===== src/rtl/urtb_pkg.sv =====
// Shared types and constants for the serial port ring buffer block.
package urtb_pkg;

	localparam int RX_DEPTH_DEF = 512;
	localparam int TX_DEPTH_DEF = 256;
	localparam int RX_FILL_W    = 10;
	localparam int TX_FILL_W    = 9;

	typedef enum logic [1:0] {
		ACT_HOST_SEND = 2'd0,
		ACT_HOST_GET  = 2'd1,
		ACT_LINE_RX   = 2'd2,
		ACT_TX_READY  = 2'd3
	} action_t;

	typedef enum logic [1:0] {
		S_IDLE = 2'b01,
		S_EXEC = 2'b10
	} state_t;

	// Commands from the controller to the datapath.
	typedef struct packed {
		logic start;
		logic load;
	} ctrl_cmd_t;

endpackage


===== src/rtl/urtb_ctrl.sv =====
// Controller state machine: input handshake, sequencing and output valid.
module urtb_ctrl (
	input  logic                clk,
	input  logic                arst_n,
	input  logic                in_valid,
	output logic                in_ready,
	output logic                out_valid,
	input  logic                out_ready,
	output urtb_pkg::ctrl_cmd_t cmd
);

	urtb_pkg::state_t state_q, state_d;
	logic             out_valid_q;
	logic             can_load;

	assign in_ready  = (state_q == urtb_pkg::S_IDLE);
	assign out_valid = out_valid_q;
	assign can_load  = !out_valid_q || out_ready;

	always_comb begin
		state_d   = state_q;
		cmd.start = 1'b0;
		cmd.load  = 1'b0;
		unique case (state_q)
			urtb_pkg::S_IDLE: begin
				if (in_valid) begin
					cmd.start = 1'b1;
					state_d   = urtb_pkg::S_EXEC;
				end
			end
			urtb_pkg::S_EXEC: begin
				// The result waits here until the output register is free.
				if (can_load) begin
					cmd.load = 1'b1;
					state_d  = urtb_pkg::S_IDLE;
				end
			end
			default: state_d = urtb_pkg::S_IDLE;
		endcase
	end

	always_ff @(posedge clk or negedge arst_n) begin
		if (!arst_n) begin
			state_q     <= urtb_pkg::S_IDLE;
			out_valid_q <= 1'b0;
		end else begin
			state_q <= state_d;
			if (cmd.load) begin
				out_valid_q <= 1'b1;
			end else if (out_ready) begin
				out_valid_q <= 1'b0;
			end
		end
	end

endmodule


===== config.mk =====
export PLATFORM = sky130hd
export DESIGN_NAME = urtb_ctrl
export DESIGN_NICKNAME = d
export VERILOG_FILES = /design/src/rtl/urtb_pkg.sv /design/src/rtl/urtb_ctrl.sv
export SDC_FILE = /design/constraint.sdc
export NUM_CORES = 1
export LEC_CHECK = 0
export BUFFER_PORTS_ARGS = -buffer_cell sky130_fd_sc_hd__buf_2
export CAP_MARGIN = 20
export CORE_AREA = 3 3 40 42
export DETAILED_ROUTE_END_ITERATION = 6
export DIE_AREA = 0 0 43 45
export GPL_TIMING_DRIVEN = 0
export MAX_ROUTING_LAYER = met4
export SYNTH_ARGS = -nofsm -noshare
export SYNTH_HDL_FRONTEND = slang
export SYNTH_SLANG_ARGS = --single-unit

===== constraint.sdc =====
create_clock -name clk -period 2.41 [get_ports clk]
set_input_delay 0.1205 -clock clk [delete_from_list [all_inputs] [get_ports clk]]
set_output_delay 0.1205 -clock clk [all_outputs]
set_load 0.02 [all_outputs]

==> parameters.txt, run 1 <==
Parameter                              Value

Clock network
  Clock root cell    clkbuf_4
  Maximum buffer depth of the clock tree    2
  Clock buffer count from CTS    3
  Total of cells resized after clock tree synthesis    0
  Clock tree from TritonCTS    yes
  Clock transition at the registers of the reported paths    roughly 30 ps
  Setup repair bufs after CTS    0
  H-tree levels    1
  Clock network latency to the later pin of the worst-skew pair    230 ps
  Sink count of the clock tree    3

Floorplan
  Die span in x    roughly 43 um
  Effective utilization at floorplan    10.13%
  DIE HEIGHT    between 40 and 50 um
  Floorplan core area    1285 sq um
  I/O pins    8
  Area of the die    approximately 1900 sq um
  Num rows    13

Detailed routing
  Drt first pass iters    2
  Drc violations    0
  Number of vias in the routed layout    between 100 and 150
  Post-route ant nets    0
  Final routed wirelength across all metal layers    about 320 um
  Routed len/inst    8.526 um
  Routed via count divided by cell count    around 3.2
  Iter 0 DRT Violations    2

Critical path
  Required time worst endpoint    between 2000 and 2500 ps
  Critical-path cell list    nand2b_1, nor2b_1, buf_2
  Worst setup EP type    primary output
  Origin of the critical flop-to-flop path    state_q[0]
  Endpoint arrival time on the critical path    1130 ps
  Peak per-stage delay on the critical path    ~520 ps
  Worst Setup Start Kind    flip-flop
  Total buffers and inverters traversed by the critical path    1
  Crit Path Class    reg2out
  Max Fanout on Critical Path    4
  Setup slack on the worst flop-to-flop path    approximately 1500 ps
  Master of the slowest instance on the critical path    dfstp_2
  Crit-path leading delay family    flip-flops
  Reg2reg path depth    2
  CP Depth    3
  Endpoint of the worst-slack reg-to-reg timing path    state_q[0]

Finish
  Area growth from synthesis to layout    69.23%
  Layout cell share with drive strength beyond 1    a little under half
  Number of filler instances in the final layout    between 100 and 150
  Inserted Diodes    0
  Number of nets in the finished design    28
  Most frequent standard cell in the layout excluding fill and tap cells    buf_2
  Final non-filler cell area    ~220 sq um
  Commonest cells after routing, fill and taps aside    buf_2 (7), clkbuf_4 (3), nand2b_1 (2), nor2b_1 (2), dfrtp_1 (2)

Timing
  Unrepaired setup endpoints after global routing    false
  Pins over their slew limit    0
  Rel. slew slack    90.05%
  Highest clock rate    between 700 and 800 MHz
  Clock period minus final worst setup slack    approximately 1300 ps
  Clock Skews    between 1.5 and 2 ps
  Accumulated negative setup slack    0 ps
  Period utilization    about half
  Slew of the pin with the lowest slew margin    149.3 ps
  Number of endpoints failing setup at the final stage    0
  Final Hold Vio Count    0

Logic synthesis
  Synth Area per Inst    11.83 sq um
  Net count of the mapped netlist    15
  Flip-flop and latch count after synthesis    3
  Synth Cell Area    between 100 and 150 sq um
  Area fraction of the dominant cell type after synthesis    about two fifths
  Seq/Total Area, Yosys    58.65%
  Cell count after synthesis    11
  Number of warnings reported in the yosys synthesis log    0
  Unique cell type count in the Yosys netlist    8
  Main area contributors after synthesis    dfrtp_1 (38%), dfstp_2 (20%), nand2b_1 (9.6%)
  Cell accounting for the most synthesized area    dfrtp_1

Hold path
  Worst hold stages    2
  Worst min-delay path category    in2reg
  Hold wc startpoint    in_valid
  Worst hold path endpoint    state_q[0]

Placement
  Routability cong.    0.6465
  Post-Place Cell Area    approximately 180 sq um
  Hpwl dp    ~220 um
  # port buffers    7

Run status
  Result of the run    finished, final reports clean

GRT
  Initial antenna violation count    0
  Via count of the first global-routing pass    approximately 130
  Largest net degree at the start of global routing    5
  Global-route wire length before repair    about 490 um
  Remaining Overflow, GRT    0
  Global-route usage over all layers    under 10%

Power and ir drop
  Cell area power density    around 850 nW/um^2
  Worst vdd rail ir drop    ~150 uV
  Cell leakage power    0.0001106 uW

Run
  Number of max-cap violations    0
[worst reg2reg max path, stage by stage, from the launching register on]
cell and delay (ps):
dfstp_2 520, nand2b_1 170, a2bb2oi_1 180
[power breakdown]
group          total [uW]  leakage (uW)  internal (uW)  switching (uW)
Sequential           61.3     0.0000367           58.3            3.02
Clock                88.0     0.0000150           62.0            26.0
Combinational        37.4     0.0000589           15.7            21.6
[registers in the layout (all words and copies together) (netlist names)]
signal / cells
out_valid: 1
state_q: 2
[cells in the mapped netlist]
cell type,count
a2bb2oi_1,1
nand2b_1,2
o21bai_1,1
nor2b_1,2
and3b_1,1
dfrtp_1,2
nand2_1,1
dfstp_2,1
[logic make-up (layout without fill, tap and decap cells)]
logic type             Yosys count  in the layout  synth area share, %
and+or+nand+nor                  6              6                28.84
DFF                              3              3                58.66
AOI/OAI and AO/OA                2              2                12.50
buffers and inverters            0             12                    0
[stage by stage]
step	power (uW)	utilization, %	hold slack (ps)	worst slack, ps	cells
4_1_cts	192.9	17.14	31.99	1142	38
6_report	186.7	17.14	41.23	1159	38
2_1_floorplan	84.86	-	-175.1	1328	11
3_5_place_dp	97.90	14.31	-81.69	1406	33
5_1_grt	197.1	17.14	55.44	1112	38
3_3_place_gp	97.76	14.31	-81.94	1398	33
[worst max path at each step]
| stage | startpoint | to | slack, ps |
|---|---|---|---|
| 2_1_floorplan | state_q[0] | state_q[0] | 1330 |
| 3_3_place_gp | state_q[0] | cmd[0] | 1400 |
| 3_5_place_dp | state_q[0] | cmd[0] | 1410 |
| 4_1_cts | state_q[0] | cmd[0] | 1140 |
| 5_1_grt | state_q[0] | cmd[0] | 1110 |
| 6_report | state_q[0] | cmd[0] | 1160 |
[routing by layer]
| metal | part of all wire [%] | global-route usage [%] | vias up |
|---|---|---|---|
| met3 | 14 | 3.586 | 0 |
| met2 | 42 | 5.090 | 8 |
| met5 | 0 | - | - |
| li1 | - | - | 60 |
| met1 | 44 | 3.883 | 54 |
| met4 | 0 | 7.229 | 0 |
[area by class of cell]
class / count / area, sq um / area share [%]
sequential: 3 / 76.32 / 34.66
multi-input combinational: 8 / 53.80 / 24.43
tap: 15 / 18.77 / 8.523
timing repair buffer: 8 / 45.04 / 20.45
clock buffer: 4 / 26.28 / 11.93
[timing repair]
item	CTS	global route
setup endpoints to repair	0	0
hold buffers	1	0
hold endpoints to repair	3	0
Power figures use the tool's default switching activity.
==> run 2, diff against run 1 <==
==> constraint.sdc (replaced) <==
create_clock -name clk -period 1.1 [get_ports clk]
set_input_delay 0.055 -clock clk [delete_from_list [all_inputs] [get_ports clk]]
set_output_delay 0.055 -clock clk [all_outputs]
set_load 0.02 [all_outputs]
==> parameters.txt, run 2 (synthesized netlist as in run 1, its figures left out) <==
Parameter                              Value

Timing
  Period utilization    104.3%
  Pins over their slew limit    0 (unchanged)
  Highest clock rate    between 800 and 900 MHz
  Clock Skews    2.493 ps (was 1.857 ps)
  Number of endpoints failing setup at the final stage    3 (was 0)
  Rel. slew slack    89.30% (was 90.05%)
  Final Hold Vio Count    0 (unchanged)
  Accumulated negative setup slack    -85.10 ps (was 0 ps)
  Clock period minus final worst setup slack    ~1100 ps
  Min setup slack post-route    -47.68 ps (was 1159 ps)
  Unrepaired setup endpoints after global routing    true (was false)
  Slew of the pin with the lowest slew margin    160.5 ps (was 149.3 ps)

Detailed routing
  Post-route ant nets    0 (unchanged)
  Iter 0 DRT Violations    0 (was 2)
  Final routed wirelength across all metal layers    392 um (was 324 um)
  Routed via count divided by cell count    3.390 (was 3.211)
  Drt first pass iters    1 (was 2)
  Number of vias in the routed layout    139 (was 122)
  Drc violations    0 (unchanged)
  Routed len/inst    9.561 um (was 8.526 um)

Floorplan
  DIE HEIGHT    45 um (unchanged)
  Floorplan core area    1285 sq um (unchanged)
  Effective utilization at floorplan    10.13% (unchanged)
  Num rows    13 (unchanged)
  Area of the die    1935 sq um (unchanged)
  I/O pins    8 (unchanged)
  Die span in x    43 um (unchanged)

GRT
  Initial antenna violation count    0 (unchanged)
  Remaining Overflow, GRT    0 (unchanged)
  Global-route usage over all layers    4.815% (was 4.643%)
  Via count of the first global-routing pass    138 (was 131)
  Largest net degree at the start of global routing    5 (unchanged)
  Global-route wire length before repair    524 um (was 489 um)

Critical path
  Endpoint arrival time on the critical path    1090 ps (was 1130 ps)
  Worst setup EP type    primary output (unchanged)
  Worst Setup Start Kind    flip-flop (unchanged)
  Peak per-stage delay on the critical path    530 ps (was 520 ps)
  Critical-path cell list    and3b_2, buf_6 (was nand2b_1, nor2b_1, buf_2)
  Setup slack on the worst flop-to-flop path    80 ps (was 1460 ps)
  Required time worst endpoint    1040 ps (was 2290 ps)
  Crit Path Class    reg2out (unchanged)
  Master of the slowest instance on the critical path    dfstp_2 (unchanged)
  Max Fanout on Critical Path    3 (was 4)

Finish
  Layout cell share with drive strength beyond 1    61.54% (was 47.83%)
  Inserted Diodes    0 (unchanged)
  Commonest cells after routing, fill and taps aside    buf_2 (4), buf_4 (4), clkbuf_4 (3) (was buf_2 (7), clkbuf_4 (3), nand2b_1 (2), nor2b_1 (2), dfrtp_1 (2))
  Register with the most flip-flops    state_q (unchanged)
  Area growth from synthesis to layout    105.8% (was 69.23%)
  Number of nets in the finished design    31 (was 28)
  Largest register FFs    2 (unchanged)
  Final non-filler cell area    267.8 sq um (was 220.2 sq um)

Power and ir drop
  Power, Total    440.1 uW (was 186.7 uW)
  Cell leakage power    0.0001345 uW (was 0.0001106 uW)
  Worst vdd rail ir drop    362.4 uV (was 154.9 uV)
  Cell area power density    1643 nW/um^2 (was 847.7 nW/um^2)

Clock network
  Clock root cell    clkbuf_4 (unchanged)
  H-tree levels    1 (unchanged)
  Clock tree from TritonCTS    yes (unchanged)
  Sink count of the clock tree    3 (unchanged)
  Maximum buffer depth of the clock tree    2 (unchanged)
  Clock transition at the registers of the reported paths    40 ps (was 30 ps)
  Clock network latency to the later pin of the worst-skew pair    230 ps (about the same)
  Clock buffer count from CTS    3 (unchanged)

Placement
  Hpwl dp    220.3 um (unchanged)
  Post-placement setup slack    158.9 ps (was 1406 ps)
  # port buffers    7 (unchanged)
  Routability cong.    0.6465 (unchanged)
  Post-Place Cell Area    183.9 sq um (unchanged)

Run status
  Result of the run    finished, violations left (was finished, final reports clean)
  Violated checks    negative setup slack

Run
  Number of max-cap violations    0 (unchanged)

Hold path
  Worst min-delay path category    in2async (was in2reg)
==> run 2: cell count changes in the layout (fill, tap and decap cells not counted) <==
cell | before | now
buf_4 | 0 | 4
buf_2 | 7 | 4
and3b_1 | 1 | 0
and3b_2 | 0 | 1
buf_6 | 0 | 1
dlygate4sd3_1 | 1 | 2
nand2b_1 | 2 | 1
nand2b_4 | 0 | 1
nor2b_1 | 2 | 1
nor2b_2 | 0 | 1
==> run 2: metal layers <==
layer | routed length, um | vias to the layer above | GRT usage (%) | part of all wire [%]
met5 | 0 | - | - | 0
met4 | 0 | 0 | 7.229 | 0
met3 | 50 | 0 | 3.586 | 13
met2 | 193 | 8 | 5.689 | 49
met1 | 149 | 65 | 3.883 | 38
li1 | - | 66 | - | -
==> run 2: cell type report <==
type | instances | area [sq um]
clock buffers | 4 | 26.28
fillers | 139 | 1017
multi-input cells | 8 | 65.06
flip-flops and latches | 3 | 76.32
well taps | 15 | 18.77
repair buffers | 11 | 81.33
==> run 2: path summary, 6_finish.rpt <==
path,end,cells past startpoint,start
max,cmd[1],2,state_q[0]
max reg2reg,state_q[1],4,state_q[0]
max in group asynchronous,state_q[0],2,arst_n
min reg2reg,out_valid,2,out_valid
min in group clk,out_valid,3,out_ready
min,out_valid,2,arst_n
==> run 2: power by group <==
part | total, uW | switching (uW) | internal, uW
Combinational | 110 | 51.7 | 58.7
Clock | 190 | 54.7 | 136
Sequential | 139 | 11.3 | 128
==> run 2: what timing repair did <==
item,in CTS,in global routing
hold endpoints to repair,4,0
hold buffers,2,0
setup buffers,0,2
resized for setup,5,2
setup endpoints to repair,3,3
==> run 2: critical path: cells and delay by family, from the launching register on <==
kind	cells	cell delay, ps
buffers and inverters	1	120
DFF	1	530
and+or+nand+nor	1	210
==> run 2: metrics by stage <==
| step | cells | hold slack [ps] | util (%) |
|---|---|---|---|
| 2_1_floorplan | 11 | -240.6 | - |
| 3_3_place_gp | 33 | -147.4 | 14.31 |
| 3_5_place_dp | 33 | -147.2 | 14.31 |
| 4_1_cts | 39 | 136.0 | 19.28 |
| 5_1_grt | 41 | 156.6 | 20.84 |
| 6_report | 41 | 155.2 | 20.84 |
==> run 3, diff against run 2 <==
--- a/config.mk
+++ b/config.mk
@@ -12,6 +12,7 @@
 export DIE_AREA = 0 0 43 45
 export GPL_TIMING_DRIVEN = 0
 export MAX_ROUTING_LAYER = met4
+export SKIP_CTS_REPAIR_TIMING = 1
 export SYNTH_ARGS = -nofsm -noshare
 export SYNTH_HDL_FRONTEND = slang
 export SYNTH_SLANG_ARGS = --single-unit
==> parameters.txt, run 3 (synthesized netlist as in run 1, its figures left out) <==
Parameter                              Value

GRT
  Initial antenna violation count    0 (unchanged)
  Global-route usage over all layers    4.643% (was 4.815%)
  Global-route wire length before repair    489 um (was 524 um)
  Via count of the first global-routing pass    131 (was 138)
  Largest net degree at the start of global routing    5 (unchanged)
  Remaining Overflow, GRT    0 (unchanged)

Finish
  Number of nets in the finished design    29 (was 31)
  Commonest cells after routing, fill and taps aside    buf_2 (5), clkbuf_4 (3), dlygate4sd3_1 (2), dfrtp_1 (2), buf_6 (2) (was buf_2 (4), buf_4 (4), clkbuf_4 (3))
  Register with the most flip-flops    state_q (unchanged)
  Most frequent standard cell in the layout excluding fill and tap cells    buf_2
  Inserted Diodes    0 (unchanged)
  Area of the multi-input gates    65.06 sq um (unchanged)
  Layout cell share with drive strength beyond 1    58.33% (was 61.54%)
  Number of filler instances in the final layout    137 (was 139)
  Area growth from synthesis to layout    95.19% (was 105.8%)
  Fin util    19.77% (was 20.84%)
  Largest register FFs    2 (unchanged)
  Seq. cell area    76.32 sq um (unchanged)

Power and ir drop
  Power, Total    438.4 uW (was 440.1 uW)
  Portion of total power attributed to sequential cells    31.6% (about the same)
  Worst vdd rail ir drop    344.5 uV (was 362.4 uV)
  Internal cell power    319.4 uW (was 322.3 uW)
  Fraction of power spent switching nets    27.15% (was 26.76%)
  Part of the total power dissipated in combinational logic    24.4% (was 25.1%)
  Share of power burned in the clock network    44.0% (was 43.3%)
  Cell area power density    1726 nW/um^2 (was 1643 nW/um^2)
  Cell leakage power    0.0001273 uW (was 0.0001345 uW)
  Switching power total    119.0 uW (was 117.7 uW)

Timing
  Rel. slew slack    89.25% (was 89.30%)
  Clock Skews    1.857 ps (was 2.493 ps)
  Period utilization    104.4% (was 104.3%)
  Slew of the pin with the lowest slew margin    161.2 ps (was 160.5 ps)
  Number of endpoints failing setup at the final stage    3 (unchanged)
  Final Hold Vio Count    0 (unchanged)
  Highest clock rate    870.6 MHz (was 871.3 MHz)
  Pins over their slew limit    0 (unchanged)
  Clock period minus final worst setup slack    1149 ps (was 1148 ps)
  Unrepaired setup endpoints after global routing    true (unchanged)
  Accumulated negative setup slack    -117.6 ps (was -85.10 ps)
  Min setup slack post-route    -48.65 ps (was -47.68 ps)

Clock network
  Sink count of the clock tree    3 (unchanged)
  Clock network latency to the later pin of the worst-skew pair    230 ps (about the same)
  Clock transition at the registers of the reported paths    40 ps (about the same)
  Clock root cell    clkbuf_4 (unchanged)
  Clock tree from TritonCTS    yes (unchanged)
  Maximum buffer depth of the clock tree    2 (unchanged)
  H-tree levels    1 (unchanged)
  Clock buffer count from CTS    3 (unchanged)

Run status
  Violated checks    negative setup slack (unchanged)
  Result of the run    finished, violations left (unchanged)

Detailed routing
  Drt first pass iters    2 (was 1)
  Post-route ant nets    0 (unchanged)
  Routed via count divided by cell count    3.308 (was 3.390)
  Number of vias in the routed layout    129 (was 139)
  Drc violations    0 (unchanged)
  Iter 0 DRT Violations    2 (was 0)
  Routed len/inst    9.051 um (was 9.561 um)
  Final routed wirelength across all metal layers    353 um (was 392 um)

Hold path
  Worst min-delay path category    in2reg (was in2async)
  Hold wc startpoint    out_ready

Critical path
  Endpoint arrival time on the critical path    1090 ps (about the same)
  Crit-path leading delay family    flip-flops (unchanged)
  Required time worst endpoint    1040 ps (about the same)
  Origin of the critical flop-to-flop path    state_q[1] (was state_q[0])
  Total buffers and inverters traversed by the critical path    1 (unchanged)
  Master of the slowest instance on the critical path    dfstp_2 (unchanged)
  Peak per-stage delay on the critical path    530 ps (about the same)
  Critical-path cell list    and3b_2, buf_6 (unchanged)
  Worst Setup Start Kind    flip-flop (unchanged)
  Max Fanout on Critical Path    3 (unchanged)
  Crit Path Class    reg2out (unchanged)
  Worst setup EP type    primary output (unchanged)
  Start point of the critical path    state_q[0] (unchanged)

Floorplan
  I/O pins    8 (unchanged)
  Die span in x    43 um (unchanged)
  DIE HEIGHT    45 um (unchanged)
  Area of the die    1935 sq um (unchanged)
  Floorplan core area    1285 sq um (unchanged)
  Effective utilization at floorplan    10.13% (unchanged)
  Num rows    13 (unchanged)

Placement
  # port buffers    7 (unchanged)
  Post-placement setup slack    158.9 ps (unchanged)
  Routability cong.    0.6465 (unchanged)
  Hpwl dp    220.3 um (unchanged)

Run
  Number of max-cap violations    0 (unchanged)
-- run 3: power by group through the flow --
stage	Clock, uW	Sequential (uW)	Combinational, uW
detailed placement	0	136	78.9
floorplan	0	141	45.0
finish	193	139	107
CTS	205	134	80.2
global placement	0	135	79.0
global route	207	141	115
-- run 3: through the flow --
| step | cells | instance area, sq um | hold slack, ps |
|---|---|---|---|
| 6_report | 39 | 254.0 | 140.1 |
| 3_5_place_dp | 33 | 183.9 | -147.2 |
| 3_3_place_gp | 33 | 183.9 | -147.4 |
| 4_1_cts | 37 | 210.2 | -400.8 |
| 2_1_floorplan | 11 | 130.1 | -240.6 |
| 5_1_grt | 39 | 254.0 | 156.6 |
-- run 3: final cells by class --
cell class,instances,share of cell area (%)
flip-flops and latches,3,30.05
repair buffers,9,26.60
multi-input cells,8,25.62
clock buffers,4,10.34
well taps,15,7.389
-- run 3: worst register-to-register path: stages (launching register included) --
cell	delay, ps
dfrtp_1	400
and3b_2	250
o21bai_1	160
-- run 3: path summary, 6_finish.rpt --
path	cells after the start	end	slack (ps)
worst max-delay path	2	cmd[1]	-50
worst min-delay path	3	out_valid	140
worst max register to register	2	state_q[1]	170
worst min register to register	2	out_valid	530
max in group asynchronous	2	state_q[0]	750
min in group asynchronous	2	out_valid	150
-- run 3: per-layer routing --
metal  routed length (um)  GRT usage (%)  vias to the layer above
li1                     -              -                       62
met1                  138          3.883                       59
met2                  158          5.090                        8
met3                   56          3.586                        0
met4                    0          7.229                        0
met5                    0              -                        -
